File: config.mk
export PLATFORM = sky130hd
export DESIGN_NAME = rbad_out_flat
export DESIGN_NICKNAME = d
export VERILOG_FILES = /design/src/rtl/rgb_block_average_downscale_3x3_macros.svh /design/src/rtl/rbad_pkg.sv /design/src/rtl/rbad_if.sv /design/src/rtl/rbad_out.sv /design/src/flat_wrapper.sv
export SDC_FILE = /design/constraint.sdc
export NUM_CORES = 1
export LEC_CHECK = 0
export ABC_CLOCK_PERIOD_IN_PS = 1850
export BUFFER_PORTS_ARGS = -buffer_cell sky130_fd_sc_hd__buf_4
export CORE_ASPECT_RATIO = 1.4
export CORE_UTILIZATION = 62
export DETAILED_ROUTE_END_ITERATION = 8
export PLACE_DENSITY = 0.94
export SLEW_MARGIN = 20
export SYNTH_ARGS = -nofsm -noshare
export SYNTH_HDL_FRONTEND = slang
export SYNTH_SLANG_ARGS = --single-unit
export TNS_END_PERCENT = 100
File: constraint.sdc
create_clock -name clk -period 1.85 [get_ports clk]
set_input_delay 0.37 -clock clk [delete_from_list [all_inputs] [get_ports clk]]
set_output_delay 0.37 -clock clk [all_outputs]
set_load 0.02 [all_outputs]
File: src/rtl/rgb_block_average_downscale_3x3_macros.svh
// Assertion macros for the 3x3 block average downscaler.
// Expect clk and arst_n in the scope of each use.
`ifndef RGB_BLOCK_AVERAGE_DOWNSCALE_3X3_MACROS_SVH
`define RGB_BLOCK_AVERAGE_DOWNSCALE_3X3_MACROS_SVH

// hold at every edge out of reset
`define RBAD_ASSERT_HOLDS(label, cond, msg) \
	label: assert property (@(posedge clk) disable iff (!arst_n) (cond)) else $error(msg);

// consequence in the same cycle
`define RBAD_ASSERT_IMPLIES(label, ante, cons, msg) \
	label: assert property (@(posedge clk) disable iff (!arst_n) (ante) |-> (cons)) \
		else $error(msg);

// consequence in the next cycle
`define RBAD_ASSERT_NEXT(label, ante, cons, msg) \
	label: assert property (@(posedge clk) disable iff (!arst_n) (ante) |=> (cons)) \
		else $error(msg);

`endif

File: src/rtl/rbad_pkg.sv
// Shared types, constants and helpers of the 3x3 block average downscaler.
// Depends on nothing; every other file but the macros header uses it by scoped names.
package rbad_pkg;

	localparam int MAX_OUT_WIDTH  = 1024;
	localparam int MAX_OUT_HEIGHT = 1024;
	localparam int COL_W = (MAX_OUT_WIDTH > 1) ? $clog2(MAX_OUT_WIDTH) : 1;
	localparam int ROW_W = (MAX_OUT_HEIGHT > 1) ? $clog2(MAX_OUT_HEIGHT) : 1;

	localparam int CH_W      = 8;
	localparam int SUM_W     = 12;
	localparam int CFG_W     = 11;
	localparam int CFG_IDX_W = 2;

	localparam int RST_OUT_WIDTH  = 640;
	localparam int RST_OUT_HEIGHT = 360;

	// floor(x / 9) == (x * 7282) >> 16 for every x below 9 * 255 + 1
	localparam int RECIP_9     = 7282;
	localparam int RECIP_W     = 13;
	localparam int RECIP_SHIFT = 16;
	localparam int PROD_W      = SUM_W + RECIP_W;

	localparam logic [1:0] PH_FIRST = 2'd0;
	localparam logic [1:0] PH_LAST  = 2'd2;

	localparam logic [CFG_IDX_W-1:0] REG_OUT_WIDTH  = CFG_IDX_W'(0);
	localparam logic [CFG_IDX_W-1:0] REG_OUT_HEIGHT = CFG_IDX_W'(1);

	typedef logic [SUM_W-1:0] sum_t;
	typedef logic [CH_W-1:0]  chan_t;

	typedef struct packed {
		sum_t blue;
		sum_t green;
		sum_t red;
	} bgr_sum_t;

	typedef struct packed {
		bgr_sum_t total;
		logic     last;
	} blk_res_t;

	function automatic logic [COL_W-1:0] width_last(input logic [CFG_W-1:0] v);
		logic [COL_W-1:0] r;
		if (v == '0) begin
			r = '0;
		end else if (int'(v) > MAX_OUT_WIDTH) begin
			r = COL_W'(MAX_OUT_WIDTH - 1);
		end else begin
			r = COL_W'(v - CFG_W'(1));
		end
		return r;
	endfunction

	function automatic logic [ROW_W-1:0] height_last(input logic [CFG_W-1:0] v);
		logic [ROW_W-1:0] r;
		if (v == '0) begin
			r = '0;
		end else if (int'(v) > MAX_OUT_HEIGHT) begin
			r = ROW_W'(MAX_OUT_HEIGHT - 1);
		end else begin
			r = ROW_W'(v - CFG_W'(1));
		end
		return r;
	endfunction

	function automatic chan_t div9(input sum_t x);
		logic [PROD_W-1:0] prod;
		prod = PROD_W'(x) * PROD_W'(RECIP_9);
		return prod[RECIP_SHIFT +: CH_W];
	endfunction

endpackage

File: src/rtl/rbad_if.sv


interface rbad_res_if;
	logic                 valid;
	logic                 ready;
	rbad_pkg::chan_t      blue_out;
	rbad_pkg::chan_t      green_out;
	rbad_pkg::chan_t      red_out;
	logic                 frame_last;
	modport source(output valid, blue_out, green_out, red_out, frame_last, input ready);
	modport sink(input valid, blue_out, green_out, red_out, frame_last, output ready);
endinterface


File: src/rtl/rbad_out.sv
// Output stage: divides each block total by nine and holds the result item.
// Depends on rbad_pkg, rbad_if.
module rbad_out (
	input  logic               clk,
	input  logic               arst_n,
	input  logic               s1_valid,
	input  rbad_pkg::blk_res_t s1_data,
	output logic               s1_ready,
	rbad_res_if.source         res
);

	logic            out_valid_q;
	rbad_pkg::chan_t blue_q;
	rbad_pkg::chan_t green_q;
	rbad_pkg::chan_t red_q;
	logic            last_q;

	assign s1_ready = !out_valid_q || res.ready;

	always_ff @(posedge clk or negedge arst_n) begin
		if (!arst_n) begin
			out_valid_q <= 1'b0;
		end else if (s1_ready) begin
			out_valid_q <= s1_valid;
		end
	end

	always_ff @(posedge clk) begin
		if (s1_valid && s1_ready) begin
			blue_q  <= rbad_pkg::div9(s1_data.total.blue);
			green_q <= rbad_pkg::div9(s1_data.total.green);
			red_q   <= rbad_pkg::div9(s1_data.total.red);
			last_q  <= s1_data.last;
		end
	end

	assign res.valid      = out_valid_q;
	assign res.blue_out   = blue_q;
	assign res.green_out  = green_q;
	assign res.red_out    = red_q;
	assign res.frame_last = last_q;

endmodule

File: src/flat_wrapper.sv
// flat-port wrapper written by rule: the top's interface ports become plain ports
module rbad_out_flat 
  (clk, arst_n, s1_valid, s1_data, s1_ready, res_valid, res_blue_out, res_green_out, res_red_out, res_frame_last, res_ready);
  rbad_res_if res_i ();
  input  logic clk;
  input  logic arst_n;
  input  logic s1_valid;
  input  rbad_pkg::blk_res_t s1_data;
  output logic s1_ready;
  output wire logic [$bits(res_i.valid)-1:0] res_valid;
  output wire logic [$bits(res_i.blue_out)-1:0] res_blue_out;
  output wire logic [$bits(res_i.green_out)-1:0] res_green_out;
  output wire logic [$bits(res_i.red_out)-1:0] res_red_out;
  output wire logic [$bits(res_i.frame_last)-1:0] res_frame_last;
  input wire logic [$bits(res_i.ready)-1:0] res_ready;
  assign res_valid = res_i.valid;
  assign res_blue_out = res_i.blue_out;
  assign res_green_out = res_i.green_out;
  assign res_red_out = res_i.red_out;
  assign res_frame_last = res_i.frame_last;
  assign res_i.ready = res_ready;
  rbad_out u_core (.clk(clk), .arst_n(arst_n), .s1_valid(s1_valid), .s1_data(s1_data), .s1_ready(s1_ready), .res(res_i));
endmodule
==> results.json, run 1 <==
{
  "synth-main-ff-cell": "edfxtp_1",
  "grt_pass1_vias": 8393,
  "synth_warnings": 0,
  "clock_sinks": 26,
  "status": "did not finish",
  "error": "[ERROR GRT-0116] Global routing finished with congestion. Check the congestion regions in the DRC Viewer.",
  "grt_pass1_wl_mm": 52.9,
  "die_x_um": 89.7,
  "start_util": 0.642,
  "synth_top_area_share": 0.373,
  "syn-num-nets": 955,
  "synthArstFlopShare": 0.0385,
  "synth.distinct_cells": 36,
  "ys_seq_area_frac": 0.116,
  "grt_usage": 0.682,
  "htree_num_levels": 1,
  "gp_congestion": 0.988,
  "io_pins": 68,
  "grt_overflow": 27,
  "yosys-top-cells-count": "ha_1 (199), inv_1 (170), fa_1 (87)",
  "ys_ff_latch": 26,
  "failing_step": "5_1_grt",
  "clockBufferDepth": 2,
  "grt_max_degree": 26,
  "yosys.area.top_type": "ha_1",
  "dpl.hpwl_mm": 17.3,
  "place_inst": 992,
  "syn_area_per_cell_sq_um": 10.6,
  "syn_inst": 628,
  "die_h_um": 125,
  "cts_buffers": 3,
  "synth_edf_count": 25,
  "syn_area_sq_um": 6680,
  "yosysMostFrequentCell": "ha_1",
  "synth_area_leaders": "ha_1 (37%), fa_1 (26%), edfxtp_1 (11%)",
  "core.rowCount": 44,
  "cts_root_buf": "clkbuf_16",
  "port_buffers": 67
}
-- through the flow --
step / worst slack (ps) / instance area [sq um] / setup TNS (ps) / hold slack, ps
after detailed placement: -3090 / 8700 / -69160 / 151
after CTS: -2660 / 9380 / -59540 / 268
after floorplan: -2660 / 6820 / -55650 / 74.4
after global placement: -2890 / 8700 / -63870 / 147
-- per-layer routing --
| layer | overflow | GRT usage |
|---|---|---|
| met1 | 1 | 0.666 |
| met2 | 12 | 0.833 |
| met3 | 0 | 0.572 |
| met4 | 14 | 0.647 |
| met5 | 0 | 0.172 |
-- timing repair --
action | in CTS
gates resized for setup | 101
hold endpoints to repair | 1
buffers inserted | 22
endpoints found under the setup margin | 24
cloned | 0
hold buffers | 1
pin swaps | 55
-- cells by family after synthesis --
group	count (synthesis)	synth area share
adders and majority gates	286	0.634
buffers and inverters	170	0.0956
AOI/OAI and AO/OA	62	0.0686
and+or+nand+nor	48	0.0384
xor gates and xnor gates	36	0.0472
DFF	26	0.116
==> run 2: changes to the inputs <==
--- a/config.mk
+++ b/config.mk
@@ -7,10 +7,9 @@
 export LEC_CHECK = 0
 export ABC_CLOCK_PERIOD_IN_PS = 1850
 export BUFFER_PORTS_ARGS = -buffer_cell sky130_fd_sc_hd__buf_4
-export CORE_ASPECT_RATIO = 1.4
-export CORE_UTILIZATION = 62
+export CORE_UTILIZATION = 40
 export DETAILED_ROUTE_END_ITERATION = 8
-export PLACE_DENSITY = 0.94
+export PLACE_DENSITY_LB_ADDON = 0.15
 export SLEW_MARGIN = 20
 export SYNTH_ARGS = -nofsm -noshare
 export SYNTH_HDL_FRONTEND = slang
==> results.json, run 2 <==
{
  "status": "complete, but fails checks",
  "violations": "setup timing",
  "cts_root_buf": "clkbuf_16",
  "fin_ws_ps": -2640,
  "core.rowCount": 46,
  "final_cell_count_no_fill": 1093,
  "grt_usage": 0.192,
  "dpl.hpwl_mm": 13.7,
  "fin_crit_ps": 4490,
  "finalSetupViolCount": 24,
  "hold_viol": 0,
  "syn_area_sq_um": 6680,
  "pwr-share-comb": 0.868,
  "synth_top_area_share": 0.373,
  "cp_max_fo": 2,
  "grt_pass1_vias": 5885,
  "final.fill_count": 1346,
  "layout.cells.most_common": "buf_4",
  "ff_latch_area_sq_um": 776,
  "drc": 0,
  "syn_inst": 628,
  "die_x_um": 131,
  "cts_buffers": 3,
  "grt_max_degree": 26,
  "vias": 5148,
  "crit_slowest_cell": "fa_1",
  "hold_path.class": "input port to flop",
  "end_kind": "flop",
  "min_path_cells": 1,
  "cp_common_cell": "fa_1",
  "crit_buf_inv": 7,
  "tightestPinTransition_ps": 361,
  "grt_pass1_wl_mm": 27.0,
  "powerDensity_nw_per_um2": 1520,
  "ff2ff_path_depth": 3,
  "clockBufferDepth": 2,
  "pwr-share-clk": 0.045,
  "critical_path_class": "input port to flop",
  "multi_input_area_sq_um": 6020,
  "avgViaCountPerCell": 4.71,
  "grt_overflow": 0,
  "clock_sinks": 26,
  "slowest_delay_ps": 520,
  "start_util": 0.414,
  "wl_per_cell_um": 14.5,
  "die_h_um": 131,
  "cp_top_family": "adder cells",
  "seq_power_share": 0.087,
  "yosys-top-cells-count": "ha_1 (199), inv_1 (170), fa_1 (87)",
  "die-area_sq_um": 17200,
  "slew_viol_final": 0,
  "cp.required_ps": 1880,
  "internal-power_uw": 8380,
  "port_buffers": 67,
  "critical_path_cell_count": 19,
  "cts_tree": "built",
  "cp-start-kind": "input port",
  "max_freq_mhz": 223,
  "yosys.area.top_type": "ha_1",
  "core_area_sq_um": 16100,
  "p_leak_uw": 0.00518,
  "final_cell_mix": "buf_4 (222), ha_1 (162), inv_1 (122)",
  "synth-main-ff-cell": "edfxtp_1",
  "routed_wirelength_mm": 15.8,
  "synth_warnings": 0,
  "syn2layout_area_growth_pct": 46.9,
  "place_inst": 1069,
  "power_uw": 14900,
  "antenna_found_initial": 0,
  "netSwitchingFraction": 0.436,
  "finClkSkew_ps": 6.19,
  "cp_cell_sequence": "buf_4 -> inv_2 -> fa_1 -> inv_2 -> ha_4 -> inv_4 -> fa_1 -> inv_2 -> fa_1 -> inv_1 -> fa_1 -> inv_1 -> ha_4 -> a21o_1 -> o21a_1 -> a211o_1 -> a211o_1 -> a21oi_2 -> xnor2_1",
  "ys_ff_latch": 26,
  "post-route-util": 0.608,
  "slew_headroom": 0.759,
  "synth.distinct_cells": 36,
  "htree_num_levels": 1,
  "drt_iter0_drc": 110,
  "diodes": 0,
  "finalCritPeriodShare": 2.43,
  "max_cap_viol_count": 0,
  "fin_nets": 1205,
  "ant_nets": 0,
  "clk_pin_slew_worst_paths_ps": 80,
  "syn-num-nets": 955,
  "gp_congestion": 0.834,
  "layout-drive-gt1-share": 0.442,
  "syn_area_per_cell_sq_um": 10.6,
  "fin_tns_setup_ps": -56370,
  "yosysMostFrequentCell": "ha_1",
  "p_sw_uw": 6490,
  "irDropWorstVdd_uv": 1350,
  "first_pass_iters": 4,
  "ys_seq_area_frac": 0.116,
  "critical_path_arrival_ps": 4520,
  "io_pins": 68,
  "rsz0062_at_grt": "true",
  "insertion_delay_ps": 270,
  "synth_area_leaders": "ha_1 (37%), fa_1 (26%), edfxtp_1 (11%)",
  "synthArstFlopShare": 0.0385,
  "synth_edf_count": 25
}
==> run 2: layer usage <==
metal,up-vias,wire (um),GRT usage
met5,-,0,0
met1,2509,6990,0.248
li1,2561,-,-
met3,18,308,0.0177
met2,60,8310,0.353
met4,0,198,0.0275
==> run 2: logic make-up (layout without fill, tap and decap cells) <==
| group | Yosys count | count (layout) | share of synthesized area |
|---|---|---|---|
| fa+ha+maj | 286 | 286 | 0.634 |
| buf+inv | 170 | 419 | 0.0956 |
| compound gates | 62 | 62 | 0.0686 |
| simple gates | 48 | 48 | 0.0384 |
| xor+xnor | 36 | 36 | 0.0472 |
| flops | 26 | 26 | 0.116 |
==> run 2: cell type report <==
cell class / instances / share of cell area
clock inverter: 1 / 0.00306
inverter: 170 / 0.0692
multi-input combinational: 432 / 0.614
tap: 216 / 0.0276
sequential: 26 / 0.0791
timing repair buffer: 245 / 0.199
clock buffer: 3 / 0.00766
==> run 2: what timing repair did <==
action | CTS | global route
setup buffers | 16 | 11
resized for setup | 96 | 69
setup endpoints to repair | 24 | 24
pin swaps | 64 | 59
endpoints found under the hold margin | 1 | 0
hold buffers | 1 | 0
==> run 2: final timing paths <==
path	start	endpoint	slack [ps]
setup / recovery	s1_data[3]	u_core.res.red_out[7]	-2640
max in group asynchronous	arst_n	u_core.res.valid	1360
hold / removal	s1_data[0]	u_core.res.frame_last	280
min in group asynchronous	arst_n	u_core.res.valid	410
setup reg to reg	u_core.res.valid	u_core.res.green_out[0]	520
hold reg to reg	u_core.res.valid	u_core.res.valid	570
==> run 2: power groups by stage <==
stage                     clock network, uW  logic, uW  registers [uW]
final                                   662      12900            1300
after detailed placement                  0      10200            1310
after CTS                               676      11500            1300
after global routing                    688      14400            1320
after floorplan                           0       5980            1630
after global placement                    0       9980            1310
==> run 2: metrics by stage <==
step | hold slack (ps) | worst slack (ps) | area (sq um)
final | 277 | -2640 | 9800
after global routing | 276 | -2800 | 9800
after CTS | 275 | -2540 | 9380
after detailed placement | 146 | -2990 | 8780
after global placement | 145 | -2900 | 8780
after floorplan | 74.4 | -2660 | 6820
Power figures use the tool's default switching activity.
==> run 3: changes to the inputs <==
--- a/config.mk
+++ b/config.mk
@@ -9,6 +9,7 @@
 export BUFFER_PORTS_ARGS = -buffer_cell sky130_fd_sc_hd__buf_4
 export CORE_UTILIZATION = 40
 export DETAILED_ROUTE_END_ITERATION = 8
+export HOLD_SLACK_MARGIN = 0.1
 export PLACE_DENSITY_LB_ADDON = 0.15
 export SLEW_MARGIN = 20
 export SYNTH_ARGS = -nofsm -noshare
==> constraint.sdc (replaced) <==
create_clock -name clk -period 1.85 [get_ports clk]
set_input_delay 0.2775 -clock clk [delete_from_list [all_inputs] [get_ports clk]]
set_output_delay 0.2775 -clock clk [all_outputs]
set_load 0.02 [all_outputs]
==> results.json, run 3 (synthesis gave the netlist of run 2 again) <==
{
  "drt_iter0_drc": 137,
  "grt_usage": 0.190,
  "routed_wirelength_mm": 15.6,
  "cp_cell_sequence": "buf_4 -> buf_6 -> fa_1 -> ha_2 -> inv_2 -> fa_1 -> inv_2 -> fa_1 -> inv_1 -> fa_1 -> inv_1 -> ha_1 -> nand2_2 -> a21oi_4 -> o21a_1 -> a211o_1 -> a211o_1 -> a21oi_2 -> xnor2_1",
  "hold_viol": 0,
  "insertion_delay_ps": 270,
  "cts_buffers": 3,
  "grt_overflow": 0,
  "diodes": 0,
  "hold_path.class": "input port to flop",
  "cts_tree": "built",
  "dpl.hpwl_mm": 13.9,
  "finalSetupViolCount": 24,
  "syn2layout_area_growth_pct": 42.6,
  "clockBufferDepth": 2,
  "p_leak_uw": 0.00509,
  "critical_path_class": "input port to flop",
  "die_x_um": 131,
  "fin_crit_ps": 4330,
  "core.rowCount": 46,
  "fin_tns_setup_ps": -53690,
  "grt_pass1_wl_mm": 26.5,
  "rsz0062_at_grt": "true",
  "wl_per_cell_um": 14.4,
  "gp_congestion": 0.846,
  "layout-drive-gt1-share": 0.406,
  "port_buffers": 67,
  "slew_headroom": 0.762,
  "dpl_worst_slack_ps": -2930,
  "tightestPinTransition_ps": 357,
  "vias": 5087,
  "end_kind": "flop",
  "die_h_um": 131,
  "finClkSkew_ps": 3.27,
  "cp_common_cell": "fa_1",
  "finalCritPeriodShare": 2.34,
  "violations": "setup timing",
  "fin_ws_ps": -2480,
  "io_pins": 68,
  "powerDensity_nw_per_um2": 1430,
  "slowest_delay_ps": 550,
  "core_area_sq_um": 16100,
  "first_pass_iters": 4,
  "cp.required_ps": 1860,
  "grt_max_degree": 26,
  "slew_viol_final": 0,
  "cts_root_buf": "clkbuf_16",
  "htree_num_levels": 1,
  "cp_max_fo": 2,
  "start_util": 0.414,
  "layout.cells.most_common": "buf_4",
  "clock_sinks": 26,
  "max_freq_mhz": 231,
  "max_cap_viol_count": 0,
  "cp-start-kind": "input port",
  "clk_pin_slew_worst_paths_ps": 70,
  "ant_nets": 0,
  "critical_path_arrival_ps": 4350,
  "die-area_sq_um": 17200,
  "status": "complete, but fails checks",
  "drc": 0,
  "fin_nets": 1197,
  "crit_slowest_cell": "fa_1",
  "avgViaCountPerCell": 4.69,
  "final_cell_mix": "buf_4 (221), ha_1 (166), inv_1 (131)",
  "antenna_found_initial": 0,
  "irDropWorstVdd_uv": 1220,
  "grt_pass1_vias": 5843
}
## run 3: critical path: cells and delay by family
family / cells / cell delay (ps)
AOI/OAI and AO/OA: 5 / 890
and+or+nand+nor: 1 / 110
xor gates and xnor gates: 1 / 80
buffers and inverters: 6 / 440
adders and majority gates: 6 / 2530
## run 3: where the power goes
group / internal (uW) / total (uW) / switching [uW]
sequential: 1210 / 1300 / 84.2
clock: 432 / 655 / 223
combinational: 5990 / 11600 / 5640
## run 3: cell type report
type	instances	area [sq um]
clock buffers	3	75.1
flip-flops and latches	26	776
multi-input cells	432	5820
clock inverters	1	30.0
well taps	216	270
inverters	170	674
fillers	1392	6600
repair buffers	237	1870
## run 3: repair_timing
item / 4_1_cts / 5_1_grt
gates resized for setup: 92 / 33
hold endpoints to repair: 1 / 0
hold buffers: 1 / 0
setup endpoints to repair: 24 / 24
setup buffers: 12 / 3
pin swaps: 55 / 37
## run 3: per-stage QoR
stage	utilization	cell area, sq um	std cells	power, uW	hold WS, ps
after floorplan	-	6820	628	7610	-18.1
after global placement	0.545	8790	1070	11300	52.4
after detailed placement	0.545	8790	1070	11600	54.1
after CTS	0.581	9370	1085	13300	184
after global routing	0.591	9520	1085	15100	181
final	0.591	9520	1085	13600	185
## run 3: routing by layer
| layer | global-route usage | share of wire | vias to the layer above |
|---|---|---|---|
| li1 | - | - | 2545 |
| met1 | 0.240 | 0.45 | 2458 |
| met2 | 0.353 | 0.52 | 61 |
| met3 | 0.0174 | 0.017 | 23 |
| met4 | 0.0294 | 0.015 | 0 |
| met5 | 0 | 0 | - |
## run 3: worst paths after layout
kind,end,cells after the start,startpoint,slack (ps)
max in group asynchronous,u_core.res.valid,2,arst_n,1440
worst min-delay path,u_core.res.frame_last,1,s1_data[0],180
worst min register to register,u_core.res.valid,2,u_core.res.valid,560
min in group asynchronous,u_core.res.valid,2,arst_n,330
worst max-delay path,u_core.res.red_out[7],19,s1_data[2],-2480
worst max register to register,u_core.res.green_out[7],3,u_core.res.valid,540
